$ cat config.mk
export PLATFORM = sky130hd
export DESIGN_NAME = ast_geom
export DESIGN_NICKNAME = d
export VERILOG_FILES = /design/src/rtl/core/ast_pkg.sv /design/src/rtl/core/ast_geom.sv
export SDC_FILE = /design/constraint.sdc
export NUM_CORES = 2
export LEC_CHECK = 0
export BUFFER_PORTS_ARGS = -buffer_cell sky130_fd_sc_hd__buf_2
export CORE_MARGIN = 4
export CORE_UTILIZATION = 25
export CTS_CLUSTER_SIZE = 8
export DETAILED_ROUTE_END_ITERATION = 6
export PLACE_DENSITY = 0.46
export SLEW_MARGIN = 10
export SYNTH_ARGS = -nofsm -noshare
export SYNTH_HDL_FRONTEND = slang
export SYNTH_SLANG_ARGS = --single-unit
$ cat constraint.sdc
create_clock -name clock -period 10.5 [get_ports clock]
set_input_delay 0 -clock clock [delete_from_list [all_inputs] [get_ports clock]]
set_output_delay 0 -clock clock [all_outputs]
set_load 0.02 [all_outputs]
$ cat src/rtl/core/ast_pkg.sv
// ----------------------------------------------------------------------------
// ast_pkg
// Widths, register codes and the pipeline sideband type of the arrive
// steering accelerator.
// ----------------------------------------------------------------------------
package ast_pkg;

   localparam int COORD_W  = 24;
   localparam int ACC_W    = COORD_W - 1;
   localparam int OFS_W    = COORD_W + 1;
   localparam int DIST_W   = 2 * OFS_W;
   localparam int RAD_W    = 47;
   localparam int FRAC_Q   = 16;
   localparam int Q_W      = FRAC_Q + 1;
   localparam int RAW_W    = COORD_W + 5;
   localparam int RMAG_W   = RAW_W - 1;
   localparam int RSQ_W    = 2 * RMAG_W + 1;

   localparam int SQ_IN_W  = (DIST_W > RSQ_W) ? DIST_W : RSQ_W;
   localparam int ROOT_W   = (SQ_IN_W + 1) / 2;
   localparam int SQ_T_W   = 2 * ROOT_W + 1;

   localparam int NUM_A_W  = RAD_W + FRAC_Q;
   localparam int NUM_B_W  = RMAG_W + ACC_W;
   localparam int NUM_C_W  = OFS_W + ACC_W;
   localparam int NUM_AB_W = (NUM_A_W > NUM_B_W) ? NUM_A_W : NUM_B_W;
   localparam int NUM_W    = (NUM_AB_W > NUM_C_W) ? NUM_AB_W : NUM_C_W;
   localparam int DEN_W    = (RAD_W > ROOT_W) ? RAD_W : ROOT_W;
   localparam int QUO_W    = (COORD_W > Q_W) ? COORD_W : Q_W;
   localparam int CMP_W    = DEN_W + QUO_W;

   localparam int CSR_IDX_W = 2;
   localparam logic [CSR_IDX_W-1:0] CSR_ARRIVED = CSR_IDX_W'(0);
   localparam logic [CSR_IDX_W-1:0] CSR_SLOW    = CSR_IDX_W'(1);

   localparam logic [RAD_W-1:0] ARRIVED_RESET = RAD_W'(65536);
   localparam logic [RAD_W-1:0] SLOW_RESET    = RAD_W'(6553600);

   typedef struct packed {
      logic                       arrived;
      logic                       far;
      logic                       slow_zero;
      logic                       clamp;
      logic                       dx_neg;
      logic                       dy_neg;
      logic [OFS_W-1:0]           ax;
      logic [OFS_W-1:0]           ay;
      logic [DIST_W-1:0]          dsq;
      logic signed [COORD_W-1:0]  vx;
      logic signed [COORD_W-1:0]  vy;
      logic [ACC_W-1:0]           m;
      logic [ACC_W-1:0]           speed;
      logic signed [RAW_W-1:0]    rx;
      logic signed [RAW_W-1:0]    ry;
   } side_type;

endpackage

$ cat src/rtl/core/ast_geom.sv
// ----------------------------------------------------------------------------
// ast_geom
// Offset, squared distance and zone decode, three stages.
// ----------------------------------------------------------------------------
module ast_geom
   import ast_pkg::*;
(
   input  logic                       clock,
   input  logic                       reset,
   input  logic                       en,
   input  logic                       in_valid,
   input  logic signed [COORD_W-1:0]  in_target_x,
   input  logic signed [COORD_W-1:0]  in_target_y,
   input  logic signed [COORD_W-1:0]  in_pos_x,
   input  logic signed [COORD_W-1:0]  in_pos_y,
   input  logic signed [COORD_W-1:0]  in_vel_x,
   input  logic signed [COORD_W-1:0]  in_vel_y,
   input  logic [ACC_W-1:0]           in_max_accel,
   input  logic [RAD_W-1:0]           arrived_rad,
   input  logic [RAD_W-1:0]           slow_rad,
   output logic                       out_valid,
   output side_type                   out_side
);

   logic                       v1_ff, v2_ff, v3_ff;
   logic signed [OFS_W-1:0]    dx_ff, dy_ff, dx_in, dy_in;
   logic signed [COORD_W-1:0]  vx1_ff, vy1_ff, vx2_ff, vy2_ff;
   logic [ACC_W-1:0]           m1_ff, m2_ff;
   logic [OFS_W-1:0]           ax_in, ay_in, ax_ff, ay_ff;
   logic                       nx_ff, ny_ff;
   logic [DIST_W-1:0]          sqx_in, sqy_in, sqx_ff, sqy_ff, dist_in;
   side_type                   side_in, side_ff;

   always_comb begin
      dx_in  = OFS_W'(in_target_x) - OFS_W'(in_pos_x);
      dy_in  = OFS_W'(in_target_y) - OFS_W'(in_pos_y);
      ax_in  = dx_ff[OFS_W-1] ? OFS_W'(-dx_ff) : OFS_W'(dx_ff);
      ay_in  = dy_ff[OFS_W-1] ? OFS_W'(-dy_ff) : OFS_W'(dy_ff);
      sqx_in = ax_in * ax_in;
      sqy_in = ay_in * ay_in;
      dist_in = sqx_ff + sqy_ff;
   end

   always_comb begin
      side_in           = '0;
      side_in.dsq       = dist_in;
      side_in.arrived   = dist_in < DIST_W'(arrived_rad);
      side_in.far       = dist_in > DIST_W'(slow_rad);
      side_in.slow_zero = slow_rad == '0;
      side_in.dx_neg    = nx_ff;
      side_in.dy_neg    = ny_ff;
      side_in.ax        = ax_ff;
      side_in.ay        = ay_ff;
      side_in.vx        = vx2_ff;
      side_in.vy        = vy2_ff;
      side_in.m         = m2_ff;
   end

   always_ff @(posedge clock) begin
      if (reset) begin
         v1_ff <= 1'b0;
         v2_ff <= 1'b0;
         v3_ff <= 1'b0;
      end else if (en) begin
         v1_ff <= in_valid;
         v2_ff <= v1_ff;
         v3_ff <= v2_ff;
      end
   end

   always_ff @(posedge clock) begin
      if (en) begin
         dx_ff   <= dx_in;
         dy_ff   <= dy_in;
         vx1_ff  <= in_vel_x;
         vy1_ff  <= in_vel_y;
         m1_ff   <= in_max_accel;
         ax_ff   <= ax_in;
         ay_ff   <= ay_in;
         nx_ff   <= dx_ff[OFS_W-1];
         ny_ff   <= dy_ff[OFS_W-1];
         sqx_ff  <= sqx_in;
         sqy_ff  <= sqy_in;
         vx2_ff  <= vx1_ff;
         vy2_ff  <= vy1_ff;
         m2_ff   <= m1_ff;
         side_ff <= side_in;
      end
   end

   assign out_valid = v3_ff;
   assign out_side  = side_ff;

endmodule

# Word level (Yosys, flattened, before mapping)
# Cells that the tools add are included.
[totals]
out_inout_bits = 259
reg_bits = 523
inputBits = 265
word_cells = 40
[op_classes]
add_sub_neg = 5
n_lt_le_gt_ge = 2
n_mux = 2
mul = 2
n_reduce_logical = 1
[op_table]
columns = ["operator", "count"]
rows = [
  ["$mul 25x25->50", 2],
  ["$add 50x50->50", 1],
  ["$gt 50x47->1", 1],
  ["$lt 50x47->1", 1],
  ["$mux 25", 2],
  ["$neg 25->25", 2],
  ["$sub 24x24->25", 2],
  ["$logic_not 47->1", 1],
]

# Longest topological paths before layout
[logic_depth]
word_depth = 3
mapped_depth = 38

# Least setup slack after synthesis
# Ideal clock, no wire load.
[synth_timing]
path_type = "register to register"
start = "register dy_ff[0]"
end = "register sqy_ff[47] (data pin)"
arrival_time_ns = 9.084
path_stages_with_launch = 38
slack_ns = 1.158
path_cell_list = "edfxtp_1 -> clkbuf_1 -> inv_2 -> clkbuf_1 -> ha_1 -> nand2_1 -> or4_1 -> or3_1 -> or2_1 -> or3_4 -> o31ai_4 -> xor2_2 -> inv_2 -> buf_2 -> nand2_1 -> fa_1 -> fa_1 -> inv_1 -> (+2 left out) -> fa_1 -> inv_1 -> fa_1 -> fa_1 -> inv_1 -> fa_1 -> inv_1 -> ha_1 -> a21o_1 -> a21o_1 -> a21oi_1 -> o21ai_0 -> a31oi_1 -> o211ai_1 -> a311oi_1 -> o21bai_1 -> a21oi_1 -> xnor2_1"
[synth_between]
elab_chain_cells = 3
[synth_rtl]
columns = ["element", "line_no", "text"]
rows = [
  ["start: declaration", "ast_geom.sv:26", "logic signed [OFS_W-1:0] dx_ff, dy_ff, dx_in, dy_in;"],
  ["start signal: assignment", "ast_geom.sv:74", "dy_ff <= dy_in;"],
  ["$neg 25->25", "ast_geom.sv:38", "ay_in = dy_ff[OFS_W-1] ? OFS_W'(-dy_ff) : OFS_W'(dy_ff);"],
  ["$mux 25", "ast_geom.sv:38", ""],
  ["via ay_in[22]", "ast_geom.sv:29", "logic [OFS_W-1:0] ax_in, ay_in, ax_ff, ay_ff;"],
  ["$mul 25x25->50", "ast_geom.sv:40", "sqy_in = ay_in * ay_in;"],
  ["via sqy_in[47]", "ast_geom.sv:31", "logic [DIST_W-1:0] sqx_in, sqy_in, sqx_ff, sqy_ff, dist_in;"],
  ["end signal: assignment", "ast_geom.sv:83", "sqy_ff <= sqy_in;"],
  ["end: declaration", "ast_geom.sv:31", ""],
]
# The timed path passes the listed nets, and every way through them passes these cells.
# A chain may end at the register's enable or synchronous reset.

# Worst setup path after layout
[layout_timing]
start = "register dy_ff[0]"
end = "register sqy_ff[47] (data pin)"
[layout_between]
elab_chain_cells = 3
[layout_rtl]
columns = ["element", "line_no"]
rows = [
  ["$neg 25->25", "ast_geom.sv:38"],
  ["$mux 25 *", "ast_geom.sv:38"],
  ["$mul 25x25->50 *", "ast_geom.sv:40"],
  ["via sqy_in[47]", "ast_geom.sv:31"],
]
# Mark *: on every way through the listed nets, which the timed path passes. The rest lies on a longest branch.

==> results_dict.tcl <==
set metrics [dict create \
    status "finished, final reports clean" \
    place.gp.congestion 0.9137 \
    nets 8236 \
    antenna_found_initial 5 \
    ios 524 \
    synth_common_cells "inv_1, fa_1, ha_1" \
    slew_violations 0 \
    min_to "dy_ff[19]" \
    crit_type "reg -> reg" \
    drt-vias-per-instance 4.286 \
    place_ws_ps 224.8 \
    cp_max_fo 9 \
    numCtsBuffers 81 \
    period_share_pct 95.54 \
    path_common_cell "fa_1" \
    required_ps 10940 \
    grt_use_total_pct 15.10 \
    die_h_um 493.2 \
    synth_flop_cell "edfxtp_1" \
    max_stage_delay_ps 650 \
    core-area_mm2 0.2334 \
    firstDrtPassIters 5 \
    wl_per_cell_um 18.96 \
    layout.cells.non_filler 9649 \
    rsz0062_at_grt "false" \
    r2r_end "sqy_ff[47]" \
    setup_tns_ps 0 \
    synth_area_leader_cell "fa_1" \
    grt_overflow 0 \
    skew_ps 30.28 \
    crit_arrival_ps 10470 \
    netlist_area_mm2 0.05884 \
    routed_wl_um 183000 \
    hold_path.class "in -> reg" \
    seq_area_frac_synth_pct 26.43 \
    synth_top_area_share_pct 32.05 \
    cts_root_buf "clkbuf_16" \
    drive_gt1_share_pct 10.78 \
    drv_cap 0 \
    grt_max_degree 144 \
    post_cts_buffers 0 \
    initial_core_util_pct 25.21 \
    hpwlAfterDp_um 150200 \
    yosysWarnings 0 \
    min_from "in_pos_y[18]" \
    cts_buffer_depth 3 \
    num_vias 41356 \
    clock.fmax_mhz 99.68 \
    crit_path_start_kind "flip-flop" \
    drc_errors 0 \
    setup_ws_ps 467.9 \
    slew_headroom_pct 17.77 \
    synth.distinct_cells 75 \
    crit_family "adder cells" \
    endpoint_kind "flip-flop" \
    grt_pass1_vias 45640 \
    cts.sinks 519 \
    dieArea_mm2 0.2432 \
    r2r-start "dy_ff[0]" \
    synthToLayoutAreaGrowth_pct 19.99 \
    tightestPinTransition_ps 1225 \
    die_w_um 493.2 \
    async_reset_ff_share_pct 0 \
    synth_edf_count 516 \
    ys_ff_latch 519 \
    hold_viol_final 0 \
    worstSkewPairLatency_ps 700 \
    rows 177 \
    cts_tree "built" \
    synth_cells 5629 \
    portBuffers 441 \
    fin_crit_ps 10030 \
    postSynthAreaPerCell_um2 10.45 \
    stdcell_area_mm2 0.07060 \
    yosysMostFrequentCell "inv_1" \
    h-tree-depth 3 \
    ys_top_cells_by_area "fa_1, edfxtp_1, ha_1, inv_1, nand2_1" \
    grt_pass1_wl_um 275700 \
    dp.cells 9247 \
    holdPathStages 5 \
    report.final.setup_viol 0 \
    path_buf_inv 7 \
    rr_worst_depth 32 \
    place_area_mm2 0.06540 \
    clk_pin_slew_worst_paths_ps 50 \
    cpMaxStageDelayCell "edfxtp_1" \
    r2r_slack_ps 470 \
    drtIter0Drc 2134 \
    antenna_left 0 \
]
worst max-delay path by stage:
stage                     cells past startpoint          to  slack (ps)      from
after floorplan                              37  sqy_ff[47]        1160  dy_ff[0]
after CTS                                    31  sqy_ff[47]         200  dy_ff[0]
final                                        32  sqy_ff[47]         470  dy_ff[0]
after global routing                         32  sqy_ff[47]          40  dy_ff[0]
after detailed placement                     31  sqy_ff[47]         220  dy_ff[0]
after global placement                       31  sqy_ff[47]         290  dy_ff[0]
flip-flops by register name, summed over array words and instances (netlist names), 23 cells and up:
signal	count
out_side	176
sqx_ff	48
sqy_ff	48
ax_ff	25
ay_ff	25
dx_ff	25
dy_ff	25
vx1_ff	24
vx2_ff	24
vy1_ff	24
vy2_ff	24
m1_ff	23
m2_ff	23
routing by layer:
metal | part of all wire, % | vias up | wire length, µm | track usage [%]
li1 | - | 19082 | - | -
met1 | 38 | 21026 | 69990 | 17.32
met4 | 8.7 | 0 | 15880 | 11.17
met5 | 0 | - | 0 | 0
met3 | 4.0 | 300 | 7407 | 1.912
met2 | 49 | 948 | 89700 | 25.86
repair_timing:
item / CTS / global route
resized for setup: 0 / 2
endpoints found under the hold margin: 219 / 0
hold buffers: 282 / 0
endpoints found under the setup margin: 0 / 6
per-stage QoR:
stage,utilization (%),hold slack (ps)
3_3_place_gp,28.01,177.2
5_1_grt,30.25,60.37
2_1_floorplan,-,72.38
3_5_place_dp,28.02,178.1
4_1_cts,30.23,1.481
6_report,30.25,75.25
layout by cell type, fill, tap and decap left out, drive strengths merged, types with 45 or more instances in the layout:
cell type / count
xnor2: 149
edfxtp: 516
inv: 1495
buf: 562
o21ai: 117
fa: 942
nand2: 430
dlygate4sd3: 282
clkbuf: 94
nor2: 335
nand3: 45
a21o: 125
xor2: 81
a21oi: 184
conb: 118
ha: 549
cell type report:
type                    count  area (µm²)
fillers                 24560      162800
multi-input cells        3527       37140
flip-flops and latches    519       15550
repair buffers            844        5973
inverters                1507        5657
well taps                3132        3919
clock buffers              94        2097
clock inverters            22       252.7
diodes                      4       10.01
kinds of logic (layout without fill, tap and decap cells):
family | after synthesis | count (layout) | synth area share, %
compound gates | 621 | 621 | 6.851
xor+xnor | 230 | 230 | 3.481
fa+ha+maj | 1491 | 1491 | 43.72
buf+inv | 1699 | 2467 | 11.38
flops | 519 | 519 | 26.43
mux | 6 | 6 | 0.1042
other cells | 2 | 122 | 0.01276
simple gates | 1061 | 1061 | 8.014
worst min-delay path, cell delays in order:
cell and delay, ps:
buf_2 100, inv_1 60, ha_1 190, a21oi_1 70, xnor2_1 150
Power is left out: the tool's default activity adds up to more than one toggle a clock period on the data nets, which glitch-free logic cannot reach.
